==> src/rtl/dzos_pkg.sv <==
// ----------------------------------------------------------------------------
// dzos_pkg
// Shared types, constants and helpers for the depth-zone steering unit.
// ----------------------------------------------------------------------------
package dzos_pkg;

	localparam int IMG_WIDTH    = 640;
	localparam int ZONE_WIDTH   = 128;
	localparam int CENTER_START = 256;
	localparam int RIGHT_START  = 512;

	localparam int DEPTH_W = 16;
	localparam int CNT_W   = 16;
	localparam int REG_W   = 16;
	localparam int IDX_W   = 2;
	localparam int COL_W   = $clog2(IMG_WIDTH);
	localparam int CMP_W   = 12;

	localparam logic [IDX_W-1:0] REG_NEAR_LIMIT    = 2'd0;
	localparam logic [IDX_W-1:0] REG_FAR_LIMIT     = 2'd1;
	localparam logic [IDX_W-1:0] REG_MIN_AREA      = 2'd2;
	localparam logic [IDX_W-1:0] REG_WINDOW_FRAMES = 2'd3;

	localparam logic [REG_W-1:0] NEAR_RST   = 16'd300;
	localparam logic [REG_W-1:0] FAR_RST    = 16'd800;
	localparam logic [REG_W-1:0] AREA_RST   = 16'd1000;
	localparam logic [REG_W-1:0] WINDOW_RST = 16'd1;

	typedef enum logic [2:0] {
		SIT_CLEAR     = 3'd0,
		SIT_RIGHT_ONE = 3'd1,
		SIT_RIGHT_TWO = 3'd2,
		SIT_LEFT_ONE  = 3'd3,
		SIT_LEFT_TWO  = 3'd4,
		SIT_MIDDLE    = 3'd5,
		SIT_SIDES     = 3'd6,
		SIT_ALL       = 3'd7
	} sit_t;

	typedef enum logic [1:0] {
		ST_NONE  = 2'd0,
		ST_FWD   = 2'd1,
		ST_LEFT  = 2'd2,
		ST_RIGHT = 2'd3
	} steer_t;

	// per-pixel flags carried by the input stage
	typedef struct packed {
		logic inc_left;
		logic inc_center;
		logic inc_right;
		logic frame_end;
		logic coin;
	} pix_flags_t;

	typedef struct packed {
		logic left;
		logic center;
		logic right;
	} zone_hits_t;

	typedef struct packed {
		logic   left_hit;
		logic   center_hit;
		logic   right_hit;
		sit_t   situation;
		steer_t steer;
	} result_t;

	function automatic logic in_zone(input logic [COL_W-1:0] col, input int start);
		logic [CMP_W-1:0] c;
		c = CMP_W'(col);
		return (c >= CMP_W'(start)) && (c < CMP_W'(start + ZONE_WIDTH));
	endfunction

	function automatic sit_t sit_of_hits(input zone_hits_t h);
		sit_t s;
		unique case ({h.left, h.center, h.right})
			3'b000: s = SIT_CLEAR;
			3'b001: s = SIT_RIGHT_ONE;
			3'b010: s = SIT_MIDDLE;
			3'b011: s = SIT_RIGHT_TWO;
			3'b100: s = SIT_LEFT_ONE;
			3'b101: s = SIT_SIDES;
			3'b110: s = SIT_LEFT_TWO;
			3'b111: s = SIT_ALL;
			default: s = SIT_CLEAR;
		endcase
		return s;
	endfunction

	function automatic logic [CNT_W-1:0] sat_inc(input logic [CNT_W-1:0] v);
		return (v == '1) ? v : v + CNT_W'(1);
	endfunction

endpackage

==> src/rtl/dzos_pix_if.sv <==
// ----------------------------------------------------------------------------
// dzos_pix_if
// Depth pixel channel: valid/ready with depth, frame_end and coin.
// ----------------------------------------------------------------------------
interface dzos_pix_if import dzos_pkg::*; ();
	logic               valid;
	logic               ready;
	logic [DEPTH_W-1:0] depth;
	logic               frame_end;
	logic               coin;

	modport source (output valid, depth, frame_end, coin, input ready);
	modport sink   (input valid, depth, frame_end, coin, output ready);
endinterface

interface dzos_res_if ();
	logic       valid;
	logic       ready;
	logic       left_hit;
	logic       center_hit;
	logic       right_hit;
	logic [2:0] situation;
	logic [1:0] steer;

	modport source (output valid, left_hit, center_hit, right_hit, situation, steer,
		input ready);
	modport sink   (input valid, left_hit, center_hit, right_hit, situation, steer,
		output ready);
endinterface

==> src/rtl/depth_zone_obstacle_steering_unit.sv <==
// ----------------------------------------------------------------------------
// depth_zone_obstacle_steering_unit
// Counts in-range depth pixels in three column zones and steers at frame end.
// ----------------------------------------------------------------------------
// The unit takes one depth pixel per clock cycle while input ready is high.
// Each accepted pixel is classified and tagged with its zones in the input
// register, and the next cycle adds it to the zone counters; a frame-end
// pixel instead, as it leaves that register, has the counts compared, the
// situation and command picked and the result register loaded, so a result
// passes the input and result registers. Ordinary pixels never wait; a
// frame-end pixel waits in the input register only while the previous result
// is still held and not taken, and input ready drops meanwhile. There is no
// clearing pass after reset. Configuration writes are meant for idle periods.
// ----------------------------------------------------------------------------
module depth_zone_obstacle_steering_unit import dzos_pkg::*; (
	input  logic             clk,
	input  logic             arst_n,
	dzos_pix_if.sink         pix,
	dzos_res_if.source       res,
	input  logic             cfg_we,
	input  logic [IDX_W-1:0] cfg_index,
	input  logic [REG_W-1:0] cfg_data
);

	logic [REG_W-1:0] near_q, far_q, area_q, window_q;
	logic             valid_s1;
	pix_flags_t       flags_s1;
	zone_hits_t       hits;
	logic             out_valid;
	result_t          result;
	logic             advance;
	logic             frame_step;

	always_ff @(posedge clk or negedge arst_n) begin
		if (!arst_n) begin
			near_q   <= NEAR_RST;
			far_q    <= FAR_RST;
			area_q   <= AREA_RST;
			window_q <= WINDOW_RST;
		end else if (cfg_we) begin
			unique case (cfg_index)
				REG_NEAR_LIMIT:    near_q   <= cfg_data;
				REG_FAR_LIMIT:     far_q    <= cfg_data;
				REG_MIN_AREA:      area_q   <= cfg_data;
				REG_WINDOW_FRAMES: window_q <= cfg_data;
			endcase
		end
	end

	// hold a frame-end beat while the result register is occupied and not taken
	assign advance    = valid_s1 && (!flags_s1.frame_end || !out_valid || res.ready);
	assign frame_step = advance && flags_s1.frame_end;

	dzos_pixel_stage u_pixel (
		.clk        (clk),
		.arst_n     (arst_n),
		.in_valid   (pix.valid),
		.in_ready   (pix.ready),
		.depth      (pix.depth),
		.frame_end  (pix.frame_end),
		.coin       (pix.coin),
		.near_limit (near_q),
		.far_limit  (far_q),
		.advance    (advance),
		.valid_s1   (valid_s1),
		.flags_s1   (flags_s1)
	);

	dzos_zone_accum u_accum (
		.clk      (clk),
		.arst_n   (arst_n),
		.advance  (advance),
		.flags_s1 (flags_s1),
		.min_area (area_q),
		.hits     (hits)
	);

	dzos_steer u_steer (
		.clk           (clk),
		.arst_n        (arst_n),
		.frame_step    (frame_step),
		.hits          (hits),
		.coin          (flags_s1.coin),
		.window_frames (window_q),
		.out_ready     (res.ready),
		.out_valid     (out_valid),
		.result        (result)
	);

	assign res.valid      = out_valid;
	assign res.left_hit   = result.left_hit;
	assign res.center_hit = result.center_hit;
	assign res.right_hit  = result.right_hit;
	assign res.situation  = result.situation;
	assign res.steer      = result.steer;

endmodule

==> src/rtl/dzos_pixel_stage.sv <==
// ----------------------------------------------------------------------------
// dzos_pixel_stage
// Input register: tracks the column, classifies the pixel and flags its zones.
// ----------------------------------------------------------------------------
module dzos_pixel_stage import dzos_pkg::*; (
	input  logic               clk,
	input  logic               arst_n,
	input  logic               in_valid,
	output logic               in_ready,
	input  logic [DEPTH_W-1:0] depth,
	input  logic               frame_end,
	input  logic               coin,
	input  logic [REG_W-1:0]   near_limit,
	input  logic [REG_W-1:0]   far_limit,
	input  logic               advance,
	output logic               valid_s1,
	output pix_flags_t         flags_s1
);

	logic [COL_W-1:0] col_q;
	logic             accept;
	logic             obstacle;
	logic             s1_valid_q;
	pix_flags_t       s1_flags_q;

	assign in_ready = !s1_valid_q || advance;
	assign accept   = in_valid && in_ready;
	assign obstacle = (depth >= near_limit) && (depth <= far_limit);

	always_ff @(posedge clk or negedge arst_n) begin
		if (!arst_n) begin
			col_q      <= '0;
			s1_valid_q <= 1'b0;
		end else begin
			if (accept) begin
				s1_valid_q <= 1'b1;
				// row wraps silently; frame end restarts at column zero
				if (frame_end || col_q == COL_W'(IMG_WIDTH - 1))
					col_q <= '0;
				else
					col_q <= col_q + COL_W'(1);
			end else if (advance) begin
				s1_valid_q <= 1'b0;
			end
		end
	end

	always_ff @(posedge clk) begin
		if (accept) begin
			s1_flags_q.inc_left   <= obstacle && in_zone(col_q, 0);
			s1_flags_q.inc_center <= obstacle && in_zone(col_q, CENTER_START);
			s1_flags_q.inc_right  <= obstacle && in_zone(col_q, RIGHT_START);
			s1_flags_q.frame_end  <= frame_end;
			s1_flags_q.coin       <= coin;
		end
	end

	assign valid_s1 = s1_valid_q;
	assign flags_s1 = s1_flags_q;

endmodule

==> src/rtl/dzos_zone_accum.sv <==
// ----------------------------------------------------------------------------
// dzos_zone_accum
// Saturating obstacle counters for the three zones and the hit compare.
// ----------------------------------------------------------------------------
module dzos_zone_accum import dzos_pkg::*; (
	input  logic             clk,
	input  logic             arst_n,
	input  logic             advance,
	input  pix_flags_t       flags_s1,
	input  logic [REG_W-1:0] min_area,
	output zone_hits_t       hits
);

	logic [CNT_W-1:0] left_q, center_q, right_q;
	logic [CNT_W-1:0] left_nx, center_nx, right_nx;

	// include the current pixel before the frame-end compare
	assign left_nx   = flags_s1.inc_left   ? sat_inc(left_q)   : left_q;
	assign center_nx = flags_s1.inc_center ? sat_inc(center_q) : center_q;
	assign right_nx  = flags_s1.inc_right  ? sat_inc(right_q)  : right_q;

	assign hits.left   = left_nx   > min_area;
	assign hits.center = center_nx > min_area;
	assign hits.right  = right_nx  > min_area;

	always_ff @(posedge clk or negedge arst_n) begin
		if (!arst_n) begin
			left_q   <= '0;
			center_q <= '0;
			right_q  <= '0;
		end else if (advance) begin
			if (flags_s1.frame_end) begin
				left_q   <= '0;
				center_q <= '0;
				right_q  <= '0;
			end else begin
				left_q   <= left_nx;
				center_q <= center_nx;
				right_q  <= right_nx;
			end
		end
	end

endmodule

==> src/rtl/dzos_steer.sv <==
// ----------------------------------------------------------------------------
// dzos_steer
// Frame-end decision: situation, steering choice, history and result register.
// ----------------------------------------------------------------------------
module dzos_steer import dzos_pkg::*; (
	input  logic             clk,
	input  logic             arst_n,
	input  logic             frame_step,
	input  zone_hits_t       hits,
	input  logic             coin,
	input  logic [REG_W-1:0] window_frames,
	input  logic             out_ready,
	output logic             out_valid,
	output result_t          result
);

	sit_t             last_sit_q;
	steer_t           last_steer_q;
	logic [CNT_W-1:0] since_q;
	logic             out_valid_q;
	result_t          result_q;

	sit_t             sit;
	steer_t           steer;
	steer_t           coin_turn;
	logic [CNT_W-1:0] elapsed;
	logic             recent;
	logic             prev_left;
	logic             prev_right;
	logic             last_turned;

	assign sit         = sit_of_hits(hits);
	assign elapsed     = sat_inc(since_q);
	assign recent      = elapsed <= window_frames;
	assign prev_left   = (last_sit_q == SIT_LEFT_ONE || last_sit_q == SIT_LEFT_TWO) && recent;
	assign prev_right  = (last_sit_q == SIT_RIGHT_ONE || last_sit_q == SIT_RIGHT_TWO) && recent;
	assign last_turned = (last_steer_q == ST_LEFT) || (last_steer_q == ST_RIGHT);
	assign coin_turn   = coin ? ST_RIGHT : ST_LEFT;

	always_comb begin
		unique case (sit)
			SIT_CLEAR:                   steer = ST_FWD;
			SIT_RIGHT_ONE, SIT_RIGHT_TWO: steer = prev_left ? ST_RIGHT : ST_LEFT;
			SIT_LEFT_ONE, SIT_LEFT_TWO:   steer = prev_right ? ST_LEFT : ST_RIGHT;
			SIT_SIDES:                   steer = last_turned ? last_steer_q : coin_turn;
			SIT_MIDDLE, SIT_ALL: begin
				// after no command at all, stay silent
				if (last_turned)
					steer = last_steer_q;
				else if (last_steer_q == ST_NONE)
					steer = ST_NONE;
				else
					steer = coin_turn;
			end
		endcase
	end

	always_ff @(posedge clk or negedge arst_n) begin
		if (!arst_n) begin
			last_sit_q   <= SIT_CLEAR;
			last_steer_q <= ST_NONE;
			since_q      <= '1;
			out_valid_q  <= 1'b0;
		end else begin
			if (frame_step) begin
				out_valid_q <= 1'b1;
				if (sit != SIT_CLEAR) begin
					last_sit_q <= sit;
					since_q    <= '0;
				end else begin
					since_q    <= elapsed;
				end
				if (steer != ST_NONE)
					last_steer_q <= steer;
			end else if (out_ready) begin
				out_valid_q <= 1'b0;
			end
		end
	end

	always_ff @(posedge clk) begin
		if (frame_step) begin
			result_q.left_hit   <= hits.left;
			result_q.center_hit <= hits.center;
			result_q.right_hit  <= hits.right;
			result_q.situation  <= sit;
			result_q.steer      <= steer;
		end
	end

	assign out_valid = out_valid_q;
	assign result    = result_q;

endmodule

==> src/flat_wrapper.sv <==
// flat-port wrapper written by rule: the top's interface ports become plain ports
module depth_zone_obstacle_steering_unit_flat import dzos_pkg::*;
  (clk, arst_n, cfg_we, cfg_index, cfg_data, pix_valid, pix_depth, pix_frame_end, pix_coin, pix_ready, res_valid, res_left_hit, res_center_hit, res_right_hit, res_situation, res_steer, res_ready);
  dzos_pix_if pix_i ();
  dzos_res_if res_i ();
  input  logic clk;
  input  logic arst_n;
  input  logic cfg_we;
  input  logic [IDX_W-1:0] cfg_index;
  input  logic [REG_W-1:0] cfg_data;
  input wire logic [$bits(pix_i.valid)-1:0] pix_valid;
  input wire logic [$bits(pix_i.depth)-1:0] pix_depth;
  input wire logic [$bits(pix_i.frame_end)-1:0] pix_frame_end;
  input wire logic [$bits(pix_i.coin)-1:0] pix_coin;
  output wire logic [$bits(pix_i.ready)-1:0] pix_ready;
  output wire logic [$bits(res_i.valid)-1:0] res_valid;
  output wire logic [$bits(res_i.left_hit)-1:0] res_left_hit;
  output wire logic [$bits(res_i.center_hit)-1:0] res_center_hit;
  output wire logic [$bits(res_i.right_hit)-1:0] res_right_hit;
  output wire logic [$bits(res_i.situation)-1:0] res_situation;
  output wire logic [$bits(res_i.steer)-1:0] res_steer;
  input wire logic [$bits(res_i.ready)-1:0] res_ready;
  assign pix_i.valid = pix_valid;
  assign pix_i.depth = pix_depth;
  assign pix_i.frame_end = pix_frame_end;
  assign pix_i.coin = pix_coin;
  assign pix_ready = pix_i.ready;
  assign res_valid = res_i.valid;
  assign res_left_hit = res_i.left_hit;
  assign res_center_hit = res_i.center_hit;
  assign res_right_hit = res_i.right_hit;
  assign res_situation = res_i.situation;
  assign res_steer = res_i.steer;
  assign res_i.ready = res_ready;
  depth_zone_obstacle_steering_unit u_core (.clk(clk), .arst_n(arst_n), .pix(pix_i), .res(res_i), .cfg_we(cfg_we), .cfg_index(cfg_index), .cfg_data(cfg_data));
endmodule
==> config.mk <==
export PLATFORM = sky130hd
export DESIGN_NAME = depth_zone_obstacle_steering_unit_flat
export DESIGN_NICKNAME = d
export VERILOG_FILES = /design/src/rtl/dzos_pkg.sv /design/src/rtl/dzos_pix_if.sv /design/src/rtl/depth_zone_obstacle_steering_unit.sv /design/src/rtl/dzos_pixel_stage.sv /design/src/rtl/dzos_zone_accum.sv /design/src/rtl/dzos_steer.sv /design/src/flat_wrapper.sv
export SDC_FILE = /design/constraint.sdc
export NUM_CORES = 1
export LEC_CHECK = 0
export ABC_AREA = 1
export BUFFER_PORTS_ARGS = -buffer_cell sky130_fd_sc_hd__buf_2
export CORE_ASPECT_RATIO = 1.2
export CORE_MARGIN = 5
export CORE_UTILIZATION = 42
export CTS_BUF_LIST = sky130_fd_sc_hd__clkbuf_2
export DETAILED_ROUTE_END_ITERATION = 7
export PLACE_DENSITY = 0.63
export SYNTH_ARGS = -nofsm -noshare
export SYNTH_HDL_FRONTEND = slang
export SYNTH_SLANG_ARGS = --single-unit
==> constraint.sdc <==
create_clock -name clk -period 10.2 [get_ports clk]
set_clock_uncertainty 0.05 [all_clocks]
set_input_delay 1.02 -clock clk [delete_from_list [all_inputs] [get_ports clk]]
set_output_delay 1.02 -clock clk [all_outputs]
set_load 0.02 [all_outputs]
======== Word level (Yosys, flattened, before mapping) ========
Memory sizes are Yosys's and may differ from the RTL's.
Cells that the tools add are included.
storage, ports and cells
  register bits ........................... 158
  latch bits .............................. 0
  RAM bits ................................ 0
  ROM bits ................................ 24
  bits of input ports ..................... 41
  word-level logic and storage cells ...... 121
  memories ................................ 1
cells by class
  add/subtract/negate cells ............... 5
  multiply operators ...................... 0
  divide/modulo/power cells ............... 0
  $lt $le $gt $ge ......................... 11
  eq/ne operators ......................... 21
  shift operators ......................... 0
  multiplexer cells ....................... 23
  bitwise operators ....................... 0
  reduce and logical (&&, ||, !) cells .... 37
memory list
  name              depth  width  read ports  clocked after Yosys merged registers in  write ports  line            text
  (name not given)  8      3      1           0                                        0            dzos_pkg.sv:78  unique case ({h.left, h.center, h.right})
operators with widths
  operator                                                             count
  2-to-1 mux 16 bit                                                    11
  adder 16 x 1 -> 16 bit (second input constant)                       4
  equality test 16 bit (second input constant)                         4
  > comparator 16 bit                                                  3
  <= comparator 16 bit                                                 2
  greater-or-equal comparator 16 bit                                   1
  equality test 3 bit (second input constant)                          5
  equality test 3 x 2 -> 1 bit (second input constant)                 4
  AND reduction 2 bit                                                  6
  logical AND 1 bit                                                    11
  adder 10 x 1 -> 10 bit (second input constant)                       1
  equality test 10 bit (second input constant)                         1
  greater-or-equal comparator 10 bit (second input constant)           1
  greater-or-equal comparator 10 x 9 -> 1 bit (second input constant)  1
  < comparator 10 bit (second input constant)                          1
  < comparator 10 x 8 -> 1 bit (second input constant)                 1
  < comparator 10 x 9 -> 1 bit (second input constant)                 1
  2-to-1 mux 10 bit                                                    1
  one-hot mux 2 bit (5 select lines)                                   1
  equality test 2 bit (second input constant)                          4
  logical OR 1 bit                                                     7
  2-to-1 mux 1 bit                                                     7
  equality test 3 x 1 -> 1 bit (second input constant)                 2
  2-to-1 mux 2 bit                                                     3
  7 further kinds                                                      14

======== Longest topological paths before layout ========
An unclocked memory read counts as a cell.
  depth in word-level cells ............... 10
  depth in mapped cells ................... 30
  gate-level depth less buffers ........... 30

======== By module ========
Synthesis repeated with hierarchy kept, for this count alone.
second synthesis, totals
  cells, all modules ...................... 1,563
  area, all modules ....................... 11,415.9 um^2
modules (own cells, without submodules)
  module                             times used  cells each  area each (um^2)  sequential area each (um^2)
  dzos_zone_accum                    1           771         4,961.0           1,201.2
  depth_zone_obstacle_steering_unit  1           291         2,652.5           1,619.1
  dzos_steer                         1           283         2,140.8           810.8
  dzos_pixel_stage                   1           218         1,661.6           425.4

======== Worst setup path after synthesis ========
Ideal clock, no wire load.
  kind .................................... reg-to-reg
  start point ............................. register u_core.u_accum.right_q[0]
  end point ............................... register u_core.u_steer.since_q[10]
  library setup time ...................... 0.079 ns
  data arrival time ....................... 3.106 ns
  path slack .............................. 6.966 ns
  cell stages (with the launch flop) ...... 24
  buffers on the path ..................... 1
  cell sequence ........................... dfrtp_1 -> ha_1 -> nand3_1 -> nor2_1 -> nand3_1 -> nor2_2 -> nand3_1 -> nand2_2 -> nor2_1 -> nand3_1 -> xor2_1 -> inv_1 -> ha_1 -> nand2_1 -> nor2_1 -> nand4_1 -> nor2_1 -> inv_1 -> nand2_1 -> nand3_1 -> nor2_2 -> buf_2 -> nand2_1 -> o21ai_0
on the way
  cells in the longest elaborated chain, start to end .. 7
  elaborated cells between the ends (all ways) .. 8
  classes of those cells .................. 1 x add/sub; 1 x order compare; 1 x eq/ne; 3 x mux; 1 x reduce/logical; 1 x memory
ends and longest elaborated chain
  item                                                            line                   text
  start, declared                                                 dzos_zone_accum.sv:14  logic [CNT_W-1:0] left_q, center_q, right_q;
  start signal, assigned                                          dzos_zone_accum.sv:39  right_q <= right_nx;
  adder 16 x 1 -> 16 bit or equality test 16 bit (tied branches)  dzos_pkg.sv:93         return (v == '1) ? v : v + CNT_W'(1);
  2-to-1 mux 16 bit                                               dzos_pkg.sv:93
  2-to-1 mux 16 bit (*)                                           dzos_zone_accum.sv:20  assign right_nx = flags_s1.inc_right ? sat_inc(right_q) : right_q;
  > comparator 16 bit (*)                                         dzos_zone_accum.sv:24  assign hits.right = right_nx > min_area;
  memory read (8 x 3 bit) (*)                                     -
  nonzero test 3 bit (*)                                          dzos_steer.sv:67       if (sit != SIT_CLEAR) begin
  2-to-1 mux 16 bit (*)                                           dzos_steer.sv:67
  end signal, assigned                                            dzos_steer.sv:71       since_q <= elapsed;
  end, declared                                                   dzos_steer.sv:19       logic [CNT_W-1:0] since_q;
Mark *: on every way between the ends. The rest lies on a longest branch, timed or not.
A chain may end at the register's enable or synchronous reset.

======== Worst setup path in the final report ========
  start point ............................. register u_core.u_accum.center_q[1]
  end point ............................... register u_core.u_steer.since_q[0]
on the way
  cells in the longest elaborated chain, start to end .. 7
  elaborated cells between the ends (all ways) .. 8
  classes of those cells .................. 1 x add/sub; 1 x order compare; 1 x eq/ne; 3 x mux; 1 x reduce/logical; 1 x memory
ends and longest elaborated chain
  item                                                            line                   text
  start, declared                                                 dzos_zone_accum.sv:14
  start signal, assigned                                          dzos_zone_accum.sv:38  center_q <= center_nx;
  adder 16 x 1 -> 16 bit or equality test 16 bit (tied branches)  dzos_pkg.sv:93
  2-to-1 mux 16 bit                                               dzos_pkg.sv:93
  2-to-1 mux 16 bit (*)                                           dzos_zone_accum.sv:19  assign center_nx = flags_s1.inc_center ? sat_inc(center_q) : center_q;
  > comparator 16 bit (*)                                         dzos_zone_accum.sv:23  assign hits.center = center_nx > min_area;
  memory read (8 x 3 bit) (*)                                     -
  nonzero test 3 bit (*)                                          dzos_steer.sv:67
  2-to-1 mux 16 bit (*)                                           dzos_steer.sv:67
Marks and branches as above.

==> results.sh <==
export IMPL_max_slew_margin_rel_pct=23.8
export IMPL_ir_drop_mv=0.0731
export IMPL_tightest_slew_ps=1140
export IMPL_maxSlewViolCount=0
export IMPL_critPathKind="reg -> reg"
export IMPL_status="completed"
export IMPL_setup_violations=0
export IMPL_cts_resized=0
export IMPL_cts_tree="yes"
export IMPL_cts_clk_slew_worst_paths_ps=270
export IMPL_drt_iter0_markers=474
export IMPL_yosys_warnings=0
export IMPL_vias_per_cell=5.12
export IMPL_cts_buffer_depth=2
export IMPL_fin_crit_sh_pct=41.1
export IMPL_fmax_mhz=238
export IMPL_maxCapViolations=0
export IMPL_min_period_ps=4200
export IMPL_grt_overflow_total=0
export IMPL_grt_antenna_before_repair=1
export IMPL_syn_inst=1317
export IMPL_globalplace_congestion=0.853
export IMPL_insertion_delay_ps=760
export IMPL_drt_wirelength_per_cell_um=14.9
export IMPL_cts_sinks=158
export IMPL_die_area_mm2=0.0277
export IMPL_cp_arrival_ps=4820
export IMPL_syn_to_final_growth_pct=8.03
export IMPL_wirelength_mm=25.3
export IMPL_synth_seq_cells=158
export IMPL_synth_avg_cell_area_um2=7.80
export IMPL_finalHoldViolCount=0
export IMPL_nets=1507
export IMPL_start_kind="flop"
export IMPL_drive_above_1_share_pct=10.2
export IMPL_ant_nets=0
export IMPL_dr_total_vias=8696
export IMPL_num_io_pins=51
export IMPL_route_detailed_drc=0
export IMPL_cts_htree_levels=4
export IMPL_dr_pass1_iters=6
export IMPL_grt_pass1_vias=8500
export IMPL_cts_hold_buf=0
export IMPL_p_leak_nw=5.56
export IMPL_rows=62
export IMPL_fin_setup_tns_ps=0
export IMPL_numPortBuffers=50
export IMPL_start_util_pct=42.7
export IMPL_postCtsSetupBuffers=0
export IMPL_die_x_um=153
export IMPL_grt_max_degree=85
export IMPL_fin_hold_ws_ps=231
export IMPL_ys_seq_area_share_pct=39.5
export IMPL_hpwl_mm=19.1
export IMPL_ys_types=44
export IMPL_syn_nets=1459
export IMPL_synth_area_mm2=0.0103
export IMPL_grt_pass1_wl_mm=42.4
export IMPL_cp_max_fo=16
export IMPL_die_y_um=181
export IMPL_power_density_mw_per_mm2=145
export IMPL_crit_required_ps=10820
export IMPL_hold_path_class="in -> async"
export IMPL_grtUsageTotal_pct=18.7
export IMPL_worstSetupEndpointType="flop"
export IMPL_fp_coreArea_mm2=0.0240
export IMPL_root_buffer="clkbuf_2"
export IMPL_cts_buffers=17
export IMPL_grt_setup_unrepaired="false"
export IMPL_finalPower_mw=1.61
[cell usage after synthesis (all sizes together)]
master  number  area, µm²
a211oi       4       30.0
a21o         2       15.0
a21oi       57        285
a22o         4       35.0
a31oi        3       18.8
a41o         1       10.0
buf          3       13.8
clkbuf      22       82.6
clkinv       2       8.75
dfrtp      115       2880
dfstp       30        788
edfxtp      13        390
ha         101       1260
inv        247        927
nand2      281       1070
nand3       62        350
nand4       28        175
nor2        75        314
nor3        31        166
nor4         8       65.1
o211ai       2       15.0
o21a         8       60.1
o21ai      143        716
o21bai       5       37.5
o221a        1       11.3
o221ai       2       17.5
o22ai       27        169
o311ai       1       8.76
o31ai        2       15.0
xnor2        1       8.76
xor2        36        323
[power breakdown]
group	internal (mW)	total (mW)	switching [mW]
clock	0.0940	0.344	0.250
sequential	0.727	0.786	0.0591
combinational	0.171	0.476	0.305
total	0.992	1.61	0.614
[routing by layer]
layer | global-route usage, % | up-vias | share of wire [%]
li1 | - | 4431 | -
met1 | 24.3 | 4055 | 45
met2 | 32.9 | 177 | 51
met3 | 2.49 | 33 | 3.3
met4 | 5.03 | 0 | 1.6
met5 | 0 | - | 0
[worst max-delay path, cell delays in order, from the launching register on]
cell	delay, ps
dfrtp_1	490
ha_1	270
nand4_1	150
nor2_1	60
nand2_1	90
nor2_1	50
nor2_1	380
inv_1	160
o21ai_0	310
inv_1	80
ha_1	280
nand2_1	40
inv_1	40
nand2_1	60
nor3_1	240
nand4_1	160
nand2_1	190
nand3_1	180
nor2_2	590
nand2_1	120
o21ai_0	130
[layout by cell type (no fill, tap or decap), drive strengths merged, types with 2 or more instances in the layout]
master,count
a211oi,4
a21o,2
a21oi,57
a22o,4
a31oi,3
buf,54
clkbuf,18
clkinv,5
clkinvlp,4
dfrtp,115
dfstp,30
edfxtp,13
ha,101
inv,253
nand2,281
nand3,62
nand4,28
nor2,75
nor3,31
nor4,8
o211ai,2
o21a,8
o21ai,143
o21bai,5
o221ai,2
o22ai,27
o31ai,2
xor2,36
[kinds of logic after synthesis]
logic type | synth area share [%]
xor gates and xnor gates | 3.23
AOI/OAI and AO/OA | 14.1
DFF | 39.5
buffers and inverters | 10.1
and+or+nand+nor | 20.8
adders and majority gates | 12.3
[worst paths after layout]
path | depth (start not counted) | endpoint | from | slack, ps
max | 20 | u_core.u_steer.since_q[0] | u_core.u_accum.center_q[1] | 6000
max reg2reg | 20 | u_core.u_steer.since_q[0] | u_core.u_accum.center_q[1] | 6000
min in group clk | 1 | u_core.u_pixel.flags_s1[0] | pix_coin | 390
min reg2reg | 2 | u_core.u_steer.since_q[14] | u_core.u_steer.since_q[14] | 460
max in group asynchronous | 2 | u_core.u_accum.center_q[14] | arst_n | 8540
min | 1 | u_core.window_q[3] | arst_n | 230
[final cells by class]
type / count / area, µm²
fillers: 2424 / 13000
multi-input cells: 885 / 5190
flip-flops and latches: 158 / 4060
inverters: 249 / 936
well taps: 320 / 400
repair buffers: 54 / 287
clock inverters: 14 / 135
clock buffers: 18 / 90.1
diodes: 1 / 2.50
[per-stage QoR]
step | utilization [%] | instances | area, µm² | setup slack (ps)
after floorplan | - | 1317 | 10300 | 6970
after global placement | 45.2 | 1666 | 10900 | 6270
after detailed placement | 45.2 | 1666 | 10900 | 6130
after CTS | 46.1 | 1698 | 11100 | 6060
after global routing | 46.1 | 1699 | 11100 | 5650
final | 46.1 | 1699 | 11100 | 6000
[registers in the layout, summed over array words and instances, names as in the netlist]
register                     count
u_core.area_q                   16
u_core.far_q                    16
u_core.near_q                   16
u_core.u_accum.center_q         16
u_core.u_accum.left_q           16
u_core.u_accum.right_q          16
u_core.u_pixel.col_q            10
u_core.u_pixel.flags_s1          5
u_core.u_pixel.valid_s1          1
u_core.u_steer.last_sit_q        3
u_core.u_steer.last_steer_q      2
u_core.u_steer.out_valid         1
u_core.u_steer.result            8
u_core.u_steer.since_q          16
u_core.window_q                 16
Note: power is estimated with default switching activity, not from simulation.
